===== config.mk =====
export PLATFORM = sky130hd
export DESIGN_NAME = kfe_ctrl
export DESIGN_NICKNAME = d
export VERILOG_FILES = /design/src/rtl/assert_macros.svh /design/src/rtl/kfe_pkg.sv /design/src/rtl/kfe_ctrl.sv
export SDC_FILE = /design/constraint.sdc
export NUM_CORES = 2
export LEC_CHECK = 0
export BUFFER_PORTS_ARGS = -buffer_cell sky130_fd_sc_hd__buf_2
export CELL_PAD_IN_SITES_DETAIL_PLACEMENT = 0
export CELL_PAD_IN_SITES_GLOBAL_PLACEMENT = 1
export CORE_MARGIN = 2
export CORE_UTILIZATION = 40
export CTS_BUF_LIST = sky130_fd_sc_hd__clkbuf_2
export DETAILED_ROUTE_END_ITERATION = 8
export GPL_TIMING_DRIVEN = 0
export PLACE_DENSITY = 0.73
export SLEW_MARGIN = 20
export SYNTH_ARGS = -nofsm -noshare
export SYNTH_HDL_FRONTEND = slang
export SYNTH_SLANG_ARGS = --single-unit

===== constraint.sdc =====
create_clock -name clk -period 11.87 [get_ports clk]
set_input_delay 1.187 -clock clk [delete_from_list [all_inputs] [get_ports clk]]
set_output_delay 1.187 -clock clk [all_outputs]
set_load 0.05 [all_outputs]

===== src/rtl/assert_macros.svh =====
// assertion macros included by keyframe_envelope_eval
`ifndef ASSERT_MACROS_SVH
`define ASSERT_MACROS_SVH
`ifndef SYNTHESIS
`define ASSERT_IMPL(label, cond, msg) \
  label: assert property (@(posedge clk) disable iff (!rst_n) (cond)) else $error(msg);
`define ASSERT_NEXT(label, ante, cons, msg) \
  label: assert property (@(posedge clk) disable iff (!rst_n) (ante) |=> (cons)) else $error(msg);
`else
`define ASSERT_IMPL(label, cond, msg)
`define ASSERT_NEXT(label, ante, cons, msg)
`endif
`endif


===== src/rtl/kfe_pkg.sv =====
// ----------------------------------------------------------------------------
// kfe_pkg
// shared constants for the keyframe envelope evaluator
// ----------------------------------------------------------------------------
package kfe_pkg;
  localparam logic [0:0] OP_LOAD = 1'b0;
  localparam logic [0:0] OP_EVAL = 1'b1;
  localparam logic [2:0] CRV_STEP   = 3'd0;
  localparam logic [2:0] CRV_LINEAR = 3'd1;
  localparam logic [2:0] CRV_SLOW   = 3'd2;
  localparam logic [2:0] CRV_FAST   = 3'd3;
  localparam logic [2:0] CRV_SMOOTH = 3'd4;
  localparam logic [0:0] REG_COUNT = 1'b0;
  localparam logic [0:0] REG_CHAN  = 1'b1;
  localparam int TDATA_IN_W = 200;
  localparam int TDATA_OUT_W = 136;
  // divider request between the control sequencer and the divider
  typedef struct packed {
    logic        start;
    logic [47:0] num;
    logic [31:0] den;
  } kfe_div_req_t;
endpackage


===== src/rtl/kfe_ctrl.sv =====
// ----------------------------------------------------------------------------
// kfe_ctrl
// sequencer: wrap, segment scan, fraction, shaping and interpolation
// ----------------------------------------------------------------------------
module kfe_ctrl #(
  parameter int MAX_POINTS = 64,
  parameter int CHANNELS = 4,
  localparam int AW = $clog2(MAX_POINTS),
  localparam int CW = $clog2(MAX_POINTS + 1)
) (
  input  logic                  clk,
  input  logic                  rst_n,
  input  logic                  start,
  input  logic [30:0]           eval_time,
  input  logic [CW-1:0]         n,
  input  logic [2:0]            ch,
  output logic [AW-1:0]         rd_addr,
  input  logic [33:0]           rd_tc,
  input  logic [CHANNELS*32-1:0] rd_val,
  output kfe_pkg::kfe_div_req_t div_req,
  input  logic                  div_done,
  input  logic [47:0]           div_quo,
  input  logic [31:0]           div_rem,
  output logic                  busy,
  output logic                  done,
  output logic [127:0]          res,
  output logic [5:0]            seg,
  output logic                  fb
);
  localparam logic [3:0] S_IDLE = 4'd0, S_RLAST = 4'd1, S_LAST = 4'd2, S_MOD = 4'd3,
    S_RD0 = 4'd4, S_CMP = 4'd5, S_FRAC = 4'd6, S_SH1 = 4'd7, S_SH2 = 4'd8,
    S_SH3 = 4'd9, S_LERP = 4'd10, S_MUL = 4'd11, S_ADD = 4'd12, S_CONST = 4'd13,
    S_CWAIT = 4'd14, S_OUT = 4'd15;

  logic [3:0]  st_r, st_nxt;
  logic [30:0] t_r, t0_r;
  logic [AW-1:0] i_r;
  logic [2:0]  cv_r;
  logic [CHANNELS*32-1:0] v0_r;
  logic [16:0] a_r, b_r;
  logic [33:0] p_r;
  logic [50:0] p3_r;
  logic [1:0]  c_r;
  logic [32:0] dif_r;
  logic signed [50:0] prod_r;
  logic [127:0] res_r;
  logic [5:0]  seg_r;
  logic        fb_r, done_r, ld_v0_r;
  logic [30:0] tt;
  logic signed [32:0] v0s, v1s;
  logic [50:0] mag;
  logic signed [32:0] q;
  logic [CW-1:0] nm1;
  logic        hit, at_end, adv;

  assign tt = rd_tc[33:3];
  assign nm1 = n - CW'(1);
  assign busy = st_r != S_IDLE;
  assign done = done_r;
  assign res = res_r; assign seg = seg_r; assign fb = fb_r;

  // segment compare: i_r is the end point of the segment on the read port
  assign hit = (t_r >= t0_r) && (t_r <= tt);
  assign at_end = 32'(i_r) >= 32'(nm1);
  assign adv = (st_r == S_CMP) && !ld_v0_r && !hit && !at_end;

  // memory read address, one ahead while scanning
  always_comb begin
    case (st_r)
      S_IDLE:           rd_addr = '0;
      S_RLAST, S_CONST: rd_addr = (n == CW'(1)) ? '0 : nm1[AW-1:0];
      default:          rd_addr = adv ? i_r + AW'(1) : i_r;
    endcase
  end

  // sequencer
  always_comb begin
    st_nxt = st_r;
    div_req = '0;
    case (st_r)
      S_IDLE:  if (start) st_nxt = (n == '0) ? S_OUT : (n == CW'(1)) ? S_CONST : S_RLAST;
      S_RLAST: st_nxt = S_LAST;
      S_LAST: begin
        if (tt == '0) st_nxt = S_CONST;
        else begin
          div_req.start = 1'b1;
          div_req.num = {17'd0, eval_time};
          div_req.den = {1'b0, tt};
          st_nxt = S_MOD;
        end
      end
      S_MOD:   if (div_done) st_nxt = S_RD0;
      S_RD0:   st_nxt = S_CMP;
      S_CMP: begin
        if (ld_v0_r) st_nxt = S_CMP;
        else if (hit) begin
          if (tt == t0_r) st_nxt = S_SH1;
          else begin
            div_req.start = 1'b1;
            div_req.num = {1'b0, t_r - t0_r, 16'd0};
            div_req.den = {1'b0, tt - t0_r};
            st_nxt = S_FRAC;
          end
        end else if (at_end) st_nxt = S_CONST;
      end
      S_FRAC:  if (div_done) st_nxt = S_SH1;
      S_SH1:   st_nxt = S_SH2;
      S_SH2:   st_nxt = S_SH3;
      S_SH3:   st_nxt = S_LERP;
      S_LERP:  st_nxt = S_MUL;
      S_MUL:   st_nxt = S_ADD;
      S_ADD:   st_nxt = (c_r == 2'd3) ? S_OUT : S_LERP;
      S_CONST: st_nxt = S_CWAIT;
      S_CWAIT: st_nxt = S_OUT;
      S_OUT:   st_nxt = S_IDLE;
      default: st_nxt = S_IDLE;
    endcase
  end

  assign v0s = 33'(signed'(v0_r[c_r*32 +: 32]));
  assign v1s = 33'(signed'(rd_val[c_r*32 +: 32]));
  assign mag = prod_r[50] ? 51'(-prod_r) : 51'(prod_r);
  always_comb begin
    if (prod_r[50]) q = -33'(signed'({1'b0, 32'((mag + 51'd65535) >> 16)}));
    else q = 33'(signed'({1'b0, 32'(mag >> 16)}));
  end

  // datapath registers
  always_ff @(posedge clk) begin
    if (!rst_n) begin
      st_r <= S_IDLE; done_r <= 1'b0; ld_v0_r <= 1'b0;
    end else begin
      st_r <= st_nxt;
      done_r <= (st_r == S_OUT);
      case (st_r)
        S_IDLE: begin
          i_r <= '0; res_r <= '0; seg_r <= '0; fb_r <= 1'b1;
        end
        S_MOD: if (div_done) t_r <= div_rem[30:0];
        S_RD0: begin
          ld_v0_r <= 1'b1;
          i_r <= i_r + AW'(1);
        end
        S_CMP: begin
          if (ld_v0_r) begin
            t0_r <= tt; cv_r <= rd_tc[2:0]; v0_r <= rd_val; ld_v0_r <= 1'b0;
          end else if (hit) begin
            a_r <= '0;
          end else if (adv) begin
            t0_r <= tt; cv_r <= rd_tc[2:0]; v0_r <= rd_val;
            i_r <= i_r + AW'(1);
          end
        end
        S_FRAC: if (div_done) a_r <= div_quo[16:0];
        S_SH1: begin
          b_r <= (cv_r == kfe_pkg::CRV_FAST) ? 17'd65536 - a_r : a_r;
          p_r <= ((cv_r == kfe_pkg::CRV_FAST) ? 34'(17'd65536 - a_r) : 34'(a_r)) *
                 ((cv_r == kfe_pkg::CRV_FAST) ? 34'(17'd65536 - a_r) : 34'(a_r));
        end
        S_SH2: p3_r <= 51'(p_r) * 51'(b_r);
        S_SH3: begin
          case (cv_r)
            kfe_pkg::CRV_STEP:   a_r <= '0;
            kfe_pkg::CRV_SLOW:   a_r <= 17'(p3_r >> 32);
            kfe_pkg::CRV_FAST:   a_r <= 17'd65536 - 17'(p3_r >> 32);
            kfe_pkg::CRV_SMOOTH:
              a_r <= 17'((({17'd0, 3'd3 * p_r} << 16) - {p3_r[49:0], 1'b0}) >> 32);
            default:             a_r <= a_r;
          endcase
          c_r <= '0;
          seg_r <= 6'(i_r - AW'(1));
          fb_r <= 1'b0;
        end
        S_LERP: dif_r <= 33'(v1s - v0s);
        S_MUL:  prod_r <= 51'(signed'(dif_r)) * 51'(signed'({1'b0, a_r}));
        S_ADD: begin
          if ({1'b0, c_r} < ch && 32'(c_r) < 32'(CHANNELS))
            res_r[c_r*32 +: 32] <= 32'(v0s + q);
          c_r <= c_r + 2'd1;
        end
        S_CONST: begin
          i_r <= (n == CW'(1)) ? '0 : nm1[AW-1:0];
          seg_r <= '0; fb_r <= 1'b1;
        end
        S_CWAIT: res_r <= 128'(rd_val);
        default: ;
      endcase
    end
  end
endmodule


==> results.py <==
metrics = {
    "synthesis": {
        "async_reset_ff_share_pct": 0,
        "syn-cell-area_um2": 84700,
        "synth_enable_flop_cells": 533,
        "syn_inst": 8912,
        "synth_seq_area_share_pct": 19.0,
        "synth.avg_cell_area_um2": 9.50,
        "synth_top_area_cell": "fa_1",
        "ys_top_cells_by_area": "fa_1, edfxtp_1, ha_1",
        "yosys_most_used_dff": "edfxtp_1",
        "synth.distinct_cells": 107,
        "synth-seq-cells": 539,
        "synth_top_cell_area_share_pct": 32.5,
        "yosysWarnings": 0,
    },
    "sta": {
        "maxSlewHeadroom_pct": 17.5,
        "setup_viol": 0,
        "period_minus_slack_ns": 11.38,
        "timing.fmax_ghz": 0.0878,
        "rsz0062_at_grt": "false",
        "drv_slew": 0,
        "hold_slack_ns": 0.205,
        "worst_slack_ns": 0.485,
        "worst_pin_slew_ns": 1.24,
        "timing.final.hold_violations": 0,
        "fin_skew_ns": 0.190,
        "period_share_pct": 95.9,
    },
    "critical_path": {
        "cp.required_ns": 13.19,
        "cp_slowest_stage_delay_ns": 0.71,
        "worstReg2RegStart": "a_r[0]$_DFFE_PP_",
        "crit_path_end_kind": "register",
        "cp-start-kind": "register",
        "path_common_cell": "fa_1",
        "r2r_cells": 36,
        "endpoint": "p_r[33]$_DFFE_PP_",
        "worstPathMaxFanout": 13,
        "arrival_ns": 12.71,
        "reg2reg_setup_slack_ns": 0.49,
        "cp_slowest_cell": "edfxtp_1",
        "startpoint": "a_r[0]$_DFFE_PP_",
        "worst_r2r_endpoint": "p_r[33]$_DFFE_PP_",
        "path_class": "reg -> reg",
    },
    "clocking": {
        "cts_buffer_depth": 3,
        "cts.sinks": 539,
        "clkTransAtPathRegs_ns": 0.11,
        "clk_latency_ns": 1.74,
        "numCtsBuffers": 152,
        "cts_root_buf": "clkbuf_2",
        "tritoncts": "done",
        "htreeDepth": 4,
    },
    "floorplanning": {
        "rows": 168,
        "core_um2": 210000,
        "die_x_um": 464,
        "die_y_um": 464,
        "dieArea_um2": 215000,
        "initial_core_util_pct": 40.3,
        "io_pins": 511,
    },
    "grt": {
        "grt_pass1_vias": 71850,
        "gr-total-overflow": 0,
        "grt_max_degree": 57,
        "grt_use_total_pct": 27.5,
        "antenna_found_initial": 24,
        "grt_pass1_wl_um": 445000,
    },
    "route": {
        "wl_per_cell_um": 23.2,
        "dr.pass1.iters": 6,
        "post-route-drc-count": 0,
        "drt-initial-drc-count": 6358,
        "num_vias": 69205,
        "vias_per_cell": 5.43,
        "wirelength_um": 296000,
        "ant_nets": 0,
    },
    "placed_design": {
        "gp_congestion": 0.973,
        "dpl_worst_slack_ns": -0.241,
        "dp_hpwl_um": 246000,
        "portBuffers": 475,
    },
    "power_and_ir_drop": {
        "peakVddDrop_uv": 631,
        "power.share.clock_pct": 5.0,
        "p_seq_share_pct": 12.4,
        "p_int_uw": 14200,
        "swShare_pct": 53.4,
        "power_leakage_uw": 0.0434,
        "power_density_nw_per_um2": 320,
        "p_comb_share_pct": 82.6,
        "p_sw_uw": 16300,
    },
    "layout": {
        "drive_above_1_share_pct": 9.26,
        "fill_cells": 20393,
        "final_nets": 12077,
        "register_area_um2": 16100,
        "area_growth_pct": 12.2,
        "multi_input_area_um2": 60800,
    },
    "flow_run": {
        "max-cap-violations": 0,
    },
    "outcome": {
        "status": "completed",
    },
    "hold_path": {
        "hold_class": "in -> reg",
        "min-delay-start": "n[1]",
    },
}
-- power groups by stage --
stage	registers (µW)	clock network (µW)	logic, µW
global placement	3870	0	24500
CTS	3760	1550	25100
global route	3780	1630	28200
floorplan	4170	0	17600
detailed placement	3800	0	24700
finish	3770	1520	25100
-- kinds of logic (layout without fill, tap and decap cells) --
kind of cell	count (synthesis)	in the layout	synth area share, %
muxes	84	84	1.96
other	2	33	0.00887
and+or+nand+nor	2561	2561	14.6
adders and majority gates	1983	1983	41.5
AOI/OAI and AO/OA	1213	1213	9.17
buffers and inverters	2112	3109	9.41
DFF	539	539	19.0
xor gates and xnor gates	418	418	4.34
-- worst min path at each step --
stage / to / slack [ns] / depth (start not counted)
floorplan: b_r[0]$_DFFE_PP_ / 0.42 / 0
global placement: b_r[0]$_DFFE_PP_ / 0.43 / 0
detailed placement: b_r[0]$_DFFE_PP_ / 0.47 / 0
CTS: t_r[2]$_DFFE_PP_ / 0.008 / 2
global route: t_r[9]$_DFFE_PP_ / 0.14 / 2
finish: i_r[5]$_DFFE_PP_ / 0.21 / 4
-- Yosys cell counts, drive strengths merged (34+ instances only) --
library cell  number
nand4             54
clkbuf           313
nand2b            54
nor2b            111
a22o              37
or3               46
nand3             97
nor4              44
a22oi             58
nor2             348
o21ai            330
a21o             103
and2             434
nor3              96
a21oi            299
fa              1377
edfxtp           533
a31oi             39
nand2           1149
mux4              64
o22ai             40
inv             1759
and3              34
o21a              45
ha               606
xnor2            296
xor2             121
-- metal layers --
layer	vias to the layer above	GRT usage, %	share of wire (%)
met5	-	0	0.030
met4	12	12.2	5.1
met3	585	5.20	8.7
met2	3242	43.7	45
met1	34977	36.5	41
li1	30389	-	-
-- repair_timing --
action | in CTS | in global routing
gates resized for setup | 1 | 15
pin swaps | 0 | 0
buffers inserted | 0 | 0
endpoints found under the setup margin | 2 | 3
hold buffers | 235 | 0
hold endpoints to repair | 360 | 0
-- worst max-delay path, delay by kind of cell, from the launching register on --
kind,cells,cell delay [ns]
adder cells (fa/ha/maj),10,4.13
AND/OR/NAND/NOR,11,2.36
XOR/XNOR,2,0.84
buffers and inverters,6,1.36
AO/OA/AOI/OAI,7,1.65
flip-flops,1,0.71
-- placed cells by master, fill, tap and decap left out, drive strengths merged, types with 17 or more instances in the layout --
| master | instances |
|---|---|
| inv | 1765 |
| fa | 1377 |
| nand2 | 1149 |
| ha | 606 |
| edfxtp | 533 |
| buf | 531 |
| clkbuf | 512 |
| and2 | 434 |
| nor2 | 348 |
| o21ai | 330 |
| a21oi | 299 |
| xnor2 | 296 |
| dlygate4sd3 | 235 |
| xor2 | 121 |
| nor2b | 111 |
| a21o | 103 |
| nand3 | 97 |
| nor3 | 96 |
| mux4 | 64 |
| clkinv | 61 |
| a22oi | 58 |
| nand2b | 54 |
| nand4 | 54 |
| or3 | 46 |
| o21a | 45 |
| nor4 | 44 |
| o22ai | 40 |
| a31oi | 39 |
| a22o | 37 |
| and3 | 34 |
| o211ai | 30 |
| a211oi | 28 |
| or2 | 25 |
| o21bai | 25 |
| or4 | 24 |
| diode | 23 |
| o31ai | 23 |
| a21boi | 22 |
| o41ai | 17 |
-- sequential cells by signal, summed over array words and instances (netlist names), 17 cells and up --
signal  count
res       128
v0_r      128
p3_r       49
prod_r     49
dif_r      33
p_r        32
t0_r       31
t_r        31
a_r        17
b_r        17
-- layout make-up --
class                      count  share of cell area (%)
inverter                    1766                    6.98
clock buffer                 199                    1.05
multi-input combinational   6269                    64.0
tap                         2805                    3.69
clock inverter                65                   0.473
timing repair buffer         735                    5.37
sequential                   539                    17.0
buffer                       344                    1.42
antenna                       23                  0.0606
-- per-stage QoR --
stage | utilization, % | instances | instance area [µm²] | TNS [ns] | power, µW
6_report | 45.2 | 12745 | 95000 | 0 | 30400
5_1_grt | 45.2 | 12733 | 95000 | 0 | 33600
3_3_place_gp | 43.2 | 12200 | 90600 | -0.333 | 28300
4_1_cts | 45.2 | 12724 | 94900 | 0 | 30400
2_1_floorplan | - | 8920 | 84700 | 0 | 21700
3_5_place_dp | 43.4 | 12225 | 91100 | -0.266 | 28500
No activity file was read; power rests on OpenSTA's default activity.
