**config.mk**
```make
export PLATFORM = sky130hd
export DESIGN_NAME = kfe_div
export DESIGN_NICKNAME = d
export VERILOG_FILES = /design/src/rtl/assert_macros.svh /design/src/rtl/kfe_pkg.sv /design/src/rtl/kfe_div.sv
export SDC_FILE = /design/constraint.sdc
export NUM_CORES = 1
export LEC_CHECK = 0
export BUFFER_PORTS_ARGS = -buffer_cell sky130_fd_sc_hd__buf_2
export CAP_MARGIN = 20
export CORE_AREA = 3 3 174 108
export CTS_BUF_LIST = sky130_fd_sc_hd__clkbuf_8
export CTS_CLUSTER_DIAMETER = 40
export DETAILED_ROUTE_END_ITERATION = 10
export DIE_AREA = 0 0 177 111
export GPL_TIMING_DRIVEN = 0
export PLACE_DENSITY = 0.63
export REMOVE_ABC_BUFFERS = 1
export SKIP_CTS_REPAIR_TIMING = 1
export SLEW_MARGIN = 20
export SYNTH_ARGS = -nofsm -noshare
export SYNTH_HDL_FRONTEND = slang
export SYNTH_SLANG_ARGS = --single-unit
export TNS_END_PERCENT = 5
```
**constraint.sdc**
```tcl
create_clock -name clk -period 2.8 [get_ports clk]
set_input_delay 0.28 -clock clk [delete_from_list [all_inputs] [get_ports clk]]
set_output_delay 0.28 -clock clk [all_outputs]
set_load 0.03 [all_outputs]
```
**src/rtl/assert_macros.svh**
```systemverilog
// assertion macros included by keyframe_envelope_eval
`ifndef ASSERT_MACROS_SVH
`define ASSERT_MACROS_SVH
`ifndef SYNTHESIS
`define ASSERT_IMPL(label, cond, msg) \
  label: assert property (@(posedge clk) disable iff (!rst_n) (cond)) else $error(msg);
`define ASSERT_NEXT(label, ante, cons, msg) \
  label: assert property (@(posedge clk) disable iff (!rst_n) (ante) |=> (cons)) else $error(msg);
`else
`define ASSERT_IMPL(label, cond, msg)
`define ASSERT_NEXT(label, ante, cons, msg)
`endif
`endif

```
**src/rtl/kfe_pkg.sv**
```systemverilog
// ----------------------------------------------------------------------------
// kfe_pkg
// shared constants for the keyframe envelope evaluator
// ----------------------------------------------------------------------------
package kfe_pkg;
  localparam logic [0:0] OP_LOAD = 1'b0;
  localparam logic [0:0] OP_EVAL = 1'b1;
  localparam logic [2:0] CRV_STEP   = 3'd0;
  localparam logic [2:0] CRV_LINEAR = 3'd1;
  localparam logic [2:0] CRV_SLOW   = 3'd2;
  localparam logic [2:0] CRV_FAST   = 3'd3;
  localparam logic [2:0] CRV_SMOOTH = 3'd4;
  localparam logic [0:0] REG_COUNT = 1'b0;
  localparam logic [0:0] REG_CHAN  = 1'b1;
  localparam int TDATA_IN_W = 200;
  localparam int TDATA_OUT_W = 136;
  // divider request between the control sequencer and the divider
  typedef struct packed {
    logic        start;
    logic [47:0] num;
    logic [31:0] den;
  } kfe_div_req_t;
endpackage

```
**src/rtl/kfe_div.sv**
```systemverilog
// ----------------------------------------------------------------------------
// kfe_div
// restoring divider, one quotient bit per cycle
// ----------------------------------------------------------------------------
module kfe_div (
  input  logic                  clk,
  input  logic                  rst_n,
  input  kfe_pkg::kfe_div_req_t req,
  output logic                  done,
  output logic [47:0]           quo,
  output logic [31:0]           rem
);
  logic [47:0] q_r, q_nxt;
  logic [32:0] r_r, r_nxt;
  logic [31:0] d_r;
  logic [5:0]  cnt_r, cnt_nxt;
  logic        busy_r, busy_nxt, done_r, done_nxt;
  logic [32:0] sh;

  // load on start, else one shift-subtract step
  always_comb begin
    q_nxt = q_r; r_nxt = r_r; cnt_nxt = cnt_r; busy_nxt = busy_r; done_nxt = 1'b0;
    sh = {r_r[31:0], q_r[47]};
    if (req.start) begin
      q_nxt = req.num; r_nxt = '0; cnt_nxt = 6'd48; busy_nxt = 1'b1;
    end else if (busy_r) begin
      q_nxt = {q_r[46:0], 1'b0};
      r_nxt = sh;
      if (sh >= {1'b0, d_r}) begin
        r_nxt = sh - {1'b0, d_r};
        q_nxt[0] = 1'b1;
      end
      cnt_nxt = cnt_r - 6'd1;
      if (cnt_r == 6'd1) begin
        busy_nxt = 1'b0; done_nxt = 1'b1;
      end
    end
  end

  always_ff @(posedge clk) begin
    if (!rst_n) begin
      busy_r <= 1'b0; done_r <= 1'b0; cnt_r <= '0;
    end else begin
      busy_r <= busy_nxt; done_r <= done_nxt; cnt_r <= cnt_nxt;
    end
    q_r <= q_nxt; r_r <= r_nxt;
    if (req.start) d_r <= req.den;
  end

  assign done = done_r;
  assign quo = q_r;
  assign rem = r_r[31:0];
endmodule

```
==> flow_summary.json, run 1 <==
{
  "hold_violations": 0,
  "antenna_found_initial": 0,
  "drt-initial-drc-count": 511,
  "power_density_mw_per_mm2": 587.7,
  "slew_headroom": 0.5293,
  "coreArea_mm2": 0.01718,
  "worst_pin_slew_ps": 706.1,
  "period_minus_slack_ps": 2851,
  "reg2reg_depth": 11,
  "ant_nets": 0,
  "hold-path-cell-count": 1,
  "ios": 164,
  "drv_slew": 0,
  "clk_pin_slew_ps": 80,
  "cts.htree.levels": 4,
  "max_freq_ghz": 0.3508,
  "clock_path_buffers": 2,
  "grt_pass1_wl_um": 28100,
  "setup_viol": 5,
  "min_to": "d_r[14]$_DFFE_PP_",
  "cts.sinks": 120,
  "worst-path-buf-inv": 1,
  "cp-end-kind": "flop",
  "gp_congestion": 0.8757,
  "synth.avg_cell_area_um2": 10.35,
  "violations": "setup timing",
  "fillers": 1597,
  "fin_setup_tns_ps": -69.05,
  "ys_seq_area_frac": 0.4646,
  "cpMaxStageDelayCell": "edfxtp_1",
  "die-height_um": 111,
  "fin_worst_skew_ps": 14.67,
  "synthArstFlopShare": 0,
  "grt_usage": 0.1781,
  "antenna_cells": 0,
  "crit_path_start_kind": "flop",
  "rows": 37,
  "start_util": 0.4014,
  "fin_area_mm2": 0.008771,
  "syn_area_mm2": 0.006894,
  "period_share": 1.018,
  "yosys.area.top_type": "edfxtp_1",
  "placed_cell_area_mm2": 0.007856,
  "grt_max_degree": 83,
  "crit_arrival_ps": 3190,
  "via_per_inst": 5.250,
  "crit_family": "compound AO/OA/AOI/OAI gates",
  "drive_above_1_share": 0.3769,
  "dieWidth_um": 177,
  "setup_ws_ps": -50.73,
  "synthTopCellsByCount": "80 x edfxtp_1, 65 x nand2_1, 54 x nor2_1",
  "grt-ovfl-total": 0,
  "worstReg2RegStart": "quo[47]$_DFFE_PP_",
  "clock_latency_ps": 430,
  "synthDistinctLibCells": 70,
  "yosysWarnings": 0,
  "cap_viol_max_count": 0,
  "drc": 0,
  "grt_pass1_vias": 5135,
  "vias": 5728,
  "yosysTopAreaCellShare": 0.3485,
  "cts_tree": "done",
  "first_pass_iters": 5,
  "yosysMostFrequentCell": "edfxtp_1",
  "p_leak_nw": 3.623,
  "cts_root_buf": "clkbuf_8",
  "dp_hpwl_um": 12850,
  "fin_nets": 962,
  "critPathMaxFanout": 3,
  "area_growth_syn_to_layout_pct": 27.22,
  "cp.required_ps": 3140,
  "io_buffers": 163,
  "drt-total-wl_um": 18640,
  "syn-instance-count": 666,
  "max_stage_delay_ps": 430,
  "synth_area_leaders": "edfxtp_1 35%, dfxtp_1 12%, mux2_2 7.8%, ha_1 6.2%, nand2_1 3.5%",
  "hp-class": "in -> reg",
  "ys_ff_latch": 120,
  "rr_endpoint": "r_r[28]$_SDFFE_PP0P_",
  "hold_path_startpoint": "req[14]",
  "status": "finished with violations",
  "regToRegSetupSlack_ps": -50,
  "ys.flop_type": "edfxtp_1",
  "max-vdd-ir-drop_uv": 225.3,
  "crit_chain": "inv_2 -> ha_4 -> fa_2 -> nor2b_4 -> o31a_1 -> o211ai_1 -> a31oi_4 -> a311oi_4 -> o22ai_2 -> mux2_4 -> a211oi_2",
  "rsz0062_at_grt": "true",
  "synth_edf_count": 80,
  "die_area_mm2": 0.01965,
  "path_class": "reg -> reg",
  "cts-buffers-inserted": 17,
  "avgRoutedWirePerCell_um": 17.09
}
## area by class of cell
type / instances / area, um2 / area share
multi-input cells: 467 / 3551 / 0.4049
flip-flops and latches: 120 / 3204 / 0.3653
repair buffers: 191 / 1110 / 0.1265
well taps: 234 / 292.8 / 0.03338
clock buffers: 17 / 234.0 / 0.02668
clock inverters: 15 / 202.7 / 0.02311
inverters: 47 / 176.4 / 0.02011
## logic make-up after synthesis
family                     Yosys count  share of synthesized area
adders and majority gates           35                    0.06461
DFF                                120                     0.4646
xor gates and xnor gates            29                    0.03684
and+or+nand+nor                    194                     0.1329
buffers and inverters               81                    0.05626
AOI/OAI and AO/OA                  157                     0.1632
muxes                               50                    0.08167
## cell usage in the layout, fill, tap and decap left out, types with 9 or more instances in the layout
cell type | synthesis | layout
buf_2 | 5 | 162
edfxtp_1 | 80 | 80
nand2_1 | 65 | 65
nor2_1 | 54 | 54
mux2_2 | 48 | 49
inv_1 | 47 | 47
dfxtp_1 | 40 | 39
a21oi_1 | 35 | 34
ha_1 | 34 | 24
xnor2_1 | 23 | 23
nand3_1 | 20 | 20
o21ai_0 | 21 | 19
buf_4 | 1 | 19
a311oi_1 | 19 | 17
clkbuf_8 | 2 | 17
o21a_1 | 12 | 12
o211ai_1 | 9 | 9
## sequential cells by signal (all words and copies together) (netlist names)
| signal | flops |
|---|---|
| quo | 48 |
| d_r | 32 |
| busy_r | 1 |
| cnt_r | 6 |
| r_r | 32 |
| done | 1 |
## stage by stage
stage,util,setup slack (ps),power (mW),hold WS [ps],std cells
2_1_floorplan,-,-99.69,2.961,349.1,632
3_3_place_gp,0.4536,-1079,3.302,456.5,1029
3_5_place_dp,0.4574,-841.1,3.315,458.1,1031
4_1_cts,0.4828,-885.4,5.090,-3.899,1063
5_1_grt,0.5107,-166.5,5.394,1.260,1091
6_report,0.5107,-50.73,5.154,28.97,1091
## power by group
part           internal (mW)  leakage (nW)  total, mW  switching (mW)
Sequential              2.06          1.12       2.16          0.0958
Clock                  0.979         0.222       1.76           0.784
Combinational          0.489          2.28       1.24           0.747
## routing by layer
layer  routed length [um]  vias up  share of wire  global-route usage
met5                    0        -              0                   0
met4                   91        0         0.0049             0.03609
met3                 1342        6          0.072             0.04073
met2                 7592      192           0.41              0.2320
met1                 9613     2730           0.52              0.2920
li1                     -     2800              -                   -
## worst register-to-register path, cell delays in order, from the launching register on
cell      delay [ps]
edfxtp_1         430
inv_2             90
ha_4             130
fa_2             230
nor2b_4           50
o31a_1           310
o211ai_1         360
a31oi_4          190
a311oi_4         340
o22ai_2          130
mux2_4           320
a211oi_2         190
## worst max-delay path by stage
| stage | start | end | slack, ps | cells after the start |
|---|---|---|---|---|
| after floorplan | quo[47]$_DFFE_PP_ | r_r[30]$_SDFFE_PP0P_ | -100 | 11 |
| after global placement | busy_r$_SDFF_PN0_ | cnt_r[5]$_SDFFE_PN0P_ | -1080 | 5 |
| after detailed placement | d_r[9]$_DFFE_PP_ | r_r[26]$_SDFFE_PP0P_ | -840 | 9 |
| after CTS | d_r[9]$_DFFE_PP_ | r_r[26]$_SDFFE_PP0P_ | -890 | 9 |
| after global routing | d_r[7]$_DFFE_PP_ | r_r[24]$_SDFFE_PP0P_ | -170 | 11 |
| final | quo[47]$_DFFE_PP_ | r_r[28]$_SDFFE_PP0P_ | -50 | 11 |
Power figures use the tool's default switching activity.
==> run 2: changes to the inputs <==
--- a/config.mk
+++ b/config.mk
@@ -13,7 +13,8 @@
 export DETAILED_ROUTE_END_ITERATION = 10
 export DIE_AREA = 0 0 177 111
 export GPL_TIMING_DRIVEN = 0
-export PLACE_DENSITY = 0.63
+export PLACE_DENSITY = 0.61
+export RECOVER_POWER = 50
 export REMOVE_ABC_BUFFERS = 1
 export SKIP_CTS_REPAIR_TIMING = 1
 export SLEW_MARGIN = 20
==> constraint.sdc (replaced) <==
create_clock -name clk -period 2.7 [get_ports clk]
set_input_delay 0.27 -clock clk [delete_from_list [all_inputs] [get_ports clk]]
set_output_delay 0.27 -clock clk [all_outputs]
set_load 0.03 [all_outputs]
==> flow_summary.json, run 2 (synthesized netlist as in run 1, its figures left out) <==
{
  "start_util": 0.4014,
  "worstReg2RegStart": "quo[47]$_DFFE_PP_",
  "hold-path-cell-count": 2,
  "drt-total-wl_um": 18720,
  "clk_pin_slew_ps": 80,
  "fin_setup_tns_ps": -8068,
  "setup_ws_ps": -259.2,
  "via_per_inst": 5.123,
  "io_buffers": 163,
  "crit_arrival_ps": 3330,
  "p_leak_nw": 3.705,
  "hold_violations": 0,
  "fillers": 1594,
  "drive_above_1_share": 0.3382,
  "vias": 5728,
  "rows": 37,
  "violations": "capacitance limit, slew limit, setup timing",
  "hold_path_startpoint": "rst_n",
  "cp.required_ps": 3080,
  "cts_tree": "done",
  "cts-buffers-inserted": 17,
  "status": "finished with violations",
  "critPathMaxFanout": 3,
  "reg2reg_depth": 11,
  "area_growth_syn_to_layout_pct": 28.71,
  "drv_slew": 81,
  "grt_max_degree": 81,
  "power_density_mw_per_mm2": 588.3,
  "grt_pass1_wl_um": 28520,
  "fin_nets": 989,
  "cap_viol_max_count": 1,
  "worst_pin_slew_ps": 1984,
  "antenna_found_initial": 0,
  "ios": 164,
  "drt-initial-drc-count": 503,
  "min_to": "cnt_r[5]$_SDFFE_PN0P_",
  "first_pass_iters": 5,
  "grt_usage": 0.1840,
  "cp-end-kind": "flop",
  "slew_headroom": -0.3229,
  "crit_path_start_kind": "flop",
  "grt_pass1_vias": 5133,
  "cts.htree.levels": 4,
  "path_class": "reg -> reg",
  "stdcell_count": 1118,
  "drc": 0,
  "clock_latency_ps": 450,
  "gp_congestion": 0.8752,
  "antenna_cells": 0,
  "final_cell_mix": "149 x buf_2, 80 x edfxtp_1, 65 x nand2_1, 54 x nor2_1, 49 x inv_1",
  "die-height_um": 111,
  "regToRegSetupSlack_ps": -260,
  "fin_worst_skew_ps": 9.789,
  "avgRoutedWirePerCell_um": 16.75,
  "period_share": 1.096,
  "dp_hpwl_um": 13110,
  "max-vdd-ir-drop_uv": 334.6,
  "cts.sinks": 120,
  "setup_viol": 76,
  "die_area_mm2": 0.01965,
  "cts_root_buf": "clkbuf_8",
  "final_common_cell": "buf_2",
  "rr_endpoint": "r_r[30]$_SDFFE_PP0P_",
  "dieWidth_um": 177,
  "coreArea_mm2": 0.01718,
  "dp.cells": 1031,
  "hp-class": "in -> reg",
  "clock_path_buffers": 2,
  "max_freq_ghz": 0.3379,
  "largest_register_ffs": 48,
  "rsz0062_at_grt": "true",
  "period_minus_slack_ps": 2959,
  "grt-ovfl-total": 0,
  "ant_nets": 0
}
run 2: cell count changes in the layout (fill, tap and decap cells not counted), moves of 2 or more:
cell,previous run,this run
buf_2,162,149
clkbuf_1,0,13
mux2_2,49,47
inv_1,47,49
ha_4,3,0
mux2_1,0,2
ha_1,24,30
ha_2,7,4
dlygate4sd3_1,5,32
run 2: how the worst max path moves through the flow:
stage                                  from                     to  cells after the start
after detailed placement   d_r[9]$_DFFE_PP_   r_r[26]$_SDFFE_PP0P_                      9
after CTS                  d_r[9]$_DFFE_PP_   r_r[26]$_SDFFE_PP0P_                      9
after global placement    busy_r$_SDFF_PN0_  cnt_r[5]$_SDFFE_PN0P_                      5
after floorplan           quo[47]$_DFFE_PP_   r_r[30]$_SDFFE_PP0P_                     11
final                     quo[47]$_DFFE_PP_   r_r[30]$_SDFFE_PP0P_                     11
after global routing      quo[47]$_DFFE_PP_   r_r[30]$_SDFFE_PP0P_                     11
run 2: final cells by class:
cell class                      instances  area (um2)  area share
Multi-Input combinational cell        467        3446      0.3883
Sequential cell                       120        3204      0.3611
Timing Repair Buffer                  218        1341      0.1512
Tap cell                              234       292.8     0.03299
Clock buffer                           17       234.0     0.02637
Clock inverter                         15       178.9     0.02016
Inverter                               47       176.4     0.01988
run 2: per-stage QoR:
stage               worst slack (ps)    util  cell area, um2  hold WS, ps  total power, mW
finish                        -259.2  0.5166            8874        71.95            5.220
global route                  -373.8  0.5166            8874        55.58            5.493
CTS                           -941.9  0.4815            8269       -42.39            5.183
detailed placement            -901.6  0.4574            7856        448.1            3.441
global placement               -1153  0.4536            7791        446.5            3.429
floorplan                     -199.7       -            6683        339.1            3.071
run 2: where the power goes:
group          switching [mW]  leakage (nW)  total (mW)  internal, mW
Sequential             0.0971          1.12        2.23          2.14
Combinational           0.761          2.37        1.26         0.504
Clock                   0.804         0.210        1.72         0.917
run 2: worst max-delay path, cell delays in order (launching register included):
cell and delay [ps]:
edfxtp_1 430, inv_1 90, ha_2 200, fa_2 250, nor2b_4 50, o31a_1 310, o211ai_1 330, a31oi_2 210
a311oi_2 380, o211ai_1 140, mux2_2 300, a211oi_2 200
run 2: layer usage:
metal  vias up  GRT usage  part of all wire
li1       2855          -                 -
met1      2702     0.2941              0.52
met2       157     0.2392              0.41
met3        14    0.05305             0.063
met4         0    0.04027            0.0066
met5         -          0                 0
==> run 3: changes to the inputs <==
--- a/config.mk
+++ b/config.mk
@@ -7,11 +7,11 @@
 export LEC_CHECK = 0
 export BUFFER_PORTS_ARGS = -buffer_cell sky130_fd_sc_hd__buf_2
 export CAP_MARGIN = 20
-export CORE_AREA = 3 3 174 108
+export CORE_AREA = 3 3 136 138
 export CTS_BUF_LIST = sky130_fd_sc_hd__clkbuf_8
 export CTS_CLUSTER_DIAMETER = 40
 export DETAILED_ROUTE_END_ITERATION = 10
-export DIE_AREA = 0 0 177 111
+export DIE_AREA = 0 0 139 141
 export GPL_TIMING_DRIVEN = 0
 export PLACE_DENSITY = 0.61
 export RECOVER_POWER = 50
==> flow_summary.json, run 3 (synthesized netlist as in run 1, its figures left out) <==
{
  "status": "finished with violations",
  "violations": "capacitance limit, slew limit, setup timing",
  "crit_path_start_kind": "flop",
  "first_pass_iters": 5,
  "antenna_cells": 0,
  "cts-buffers-inserted": 17,
  "start_util": 0.3986,
  "critPathMaxFanout": 3,
  "grt_max_degree": 79,
  "final_common_cell": "buf_2",
  "grt_util_met2": 0.2846,
  "drc": 0,
  "cts.htree.levels": 4,
  "rows": 48,
  "setup_ws_ps": -225.6,
  "postLayoutCoreUtil": 0.5170,
  "grt_pass1_wl_um": 27970,
  "hold_violations": 0,
  "drive_above_1_share": 0.3651,
  "ios": 164,
  "p_switching_mw": 1.685,
  "period_share": 1.084,
  "fillers": 1626,
  "hp-class": "in -> reg",
  "slew_headroom": -0.2512,
  "clk_pin_slew_ps": 80,
  "swShare": 0.3190,
  "drt-initial-drc-count": 298,
  "avgRoutedWirePerCell_um": 16.06,
  "vias": 5711,
  "p_seq_frac": 0.424,
  "clock_path_buffers": 2,
  "power_density_mw_per_mm2": 590.8,
  "cp-end-kind": "flop",
  "crit_arrival_ps": 3290,
  "period_minus_slack_ps": 2926,
  "cp.required_ps": 3060,
  "fin_worst_skew_ps": 17.95,
  "drt-total-wl_um": 17780,
  "ant_nets": 0,
  "dp_hpwl_um": 12520,
  "setup_viol": 43,
  "drv_slew": 79,
  "die_area_mm2": 0.01960,
  "pwr-share-comb": 0.240,
  "grt_usage": 0.1759,
  "clock_latency_ps": 450,
  "antenna_found_initial": 0,
  "dp.cells": 1023,
  "multi_input_area_mm2": 0.003492,
  "worst_pin_slew_ps": 1877,
  "die-height_um": 141,
  "max_freq_ghz": 0.3418,
  "gp_congestion": 0.8083,
  "dieWidth_um": 139,
  "rsz0062_at_grt": "true",
  "path_class": "reg -> reg",
  "regToRegSetupSlack_ps": -230,
  "cts_tree": "done",
  "max-vdd-ir-drop_uv": 439.1,
  "grt_busiest_layer": "met2",
  "fin_nets": 987,
  "cap_viol_max_count": 1,
  "power.internal_mw": 3.598,
  "stdcell_count": 1107,
  "io_buffers": 163,
  "final_cell_mix": "160 x buf_2, 80 x edfxtp_1, 65 x nand2_1, 54 x nor2_1, 49 x mux2_2",
  "grt_pass1_vias": 5625,
  "cts_root_buf": "clkbuf_8",
  "grt_use_met1": 0.2162,
  "clkPwrFrac": 0.336,
  "p_leak_nw": 3.704,
  "largest_register_ffs": 48,
  "cts.sinks": 120,
  "area_growth_syn_to_layout_pct": 29.71,
  "coreArea_mm2": 0.01730,
  "ff_latch_area_mm2": 0.003206,
  "via_per_inst": 5.159,
  "gr-usage-met3": 0.07395,
  "grt-ovfl-total": 0
}
==> run 3: layout make-up <==
cell class / instances / share of cell area
clock buffer: 17 / 0.02616
clock inverter: 15 / 0.02141
inverter: 47 / 0.01973
multi-input combinational: 466 / 0.3905
sequential: 120 / 0.3585
tap: 225 / 0.03148
timing repair buffer: 217 / 0.1522
==> run 3: stage by stage <==
stage	setup TNS, ps	hold slack [ps]	cell area (um2)	power (mW)	worst slack, ps
2_1_floorplan	-357.1	339.1	6683	3.071	-199.7
3_3_place_gp	-81840	447.5	7780	3.420	-1062
3_5_place_dp	-16390	448.1	7863	3.438	-883.4
4_1_cts	-17060	-47.51	8288	5.230	-883.8
5_1_grt	-14340	62.37	8942	5.540	-329.4
6_report	-3809	78.37	8942	5.283	-225.6
==> run 3: path summary, 6_finish.rpt <==
path                          from                     to  cells past startpoint
min                          rst_n  cnt_r[4]$_SDFFE_PN0P_                      2
min reg2reg  cnt_r[1]$_SDFFE_PP0P_  cnt_r[1]$_SDFFE_PP0P_                      2
max              quo[47]$_DFFE_PP_   r_r[30]$_SDFFE_PP0P_                     11
max reg2reg      quo[47]$_DFFE_PP_   r_r[30]$_SDFFE_PP0P_                     11
==> run 3: critical path: stages, from the launching register on <==
cell      delay [ps]
edfxtp_1         420
inv_1             80
ha_2             190
fa_2             240
nor2b_4           50
o31a_1           310
o211ai_1         340
a31oi_2          210
a311oi_2         330
o211ai_1         180
mux2_4           330
a211oi_2         160
==> run 3: power groups by stage <==
stage	logic [mW]	registers, mW	clock network, mW
4_1_cts	1.16	2.24	1.83
3_5_place_dp	1.16	2.28	0
3_3_place_gp	1.13	2.29	0
6_report	1.27	2.24	1.78
5_1_grt	1.38	2.26	1.89
2_1_floorplan	0.599	2.47	0
==> run 3: metal layers <==
metal	vias up	share of wire
met5	-	0
met1	2675	0.44
met3	14	0.077
met4	0	0.011
met2	175	0.47
li1	2847	-
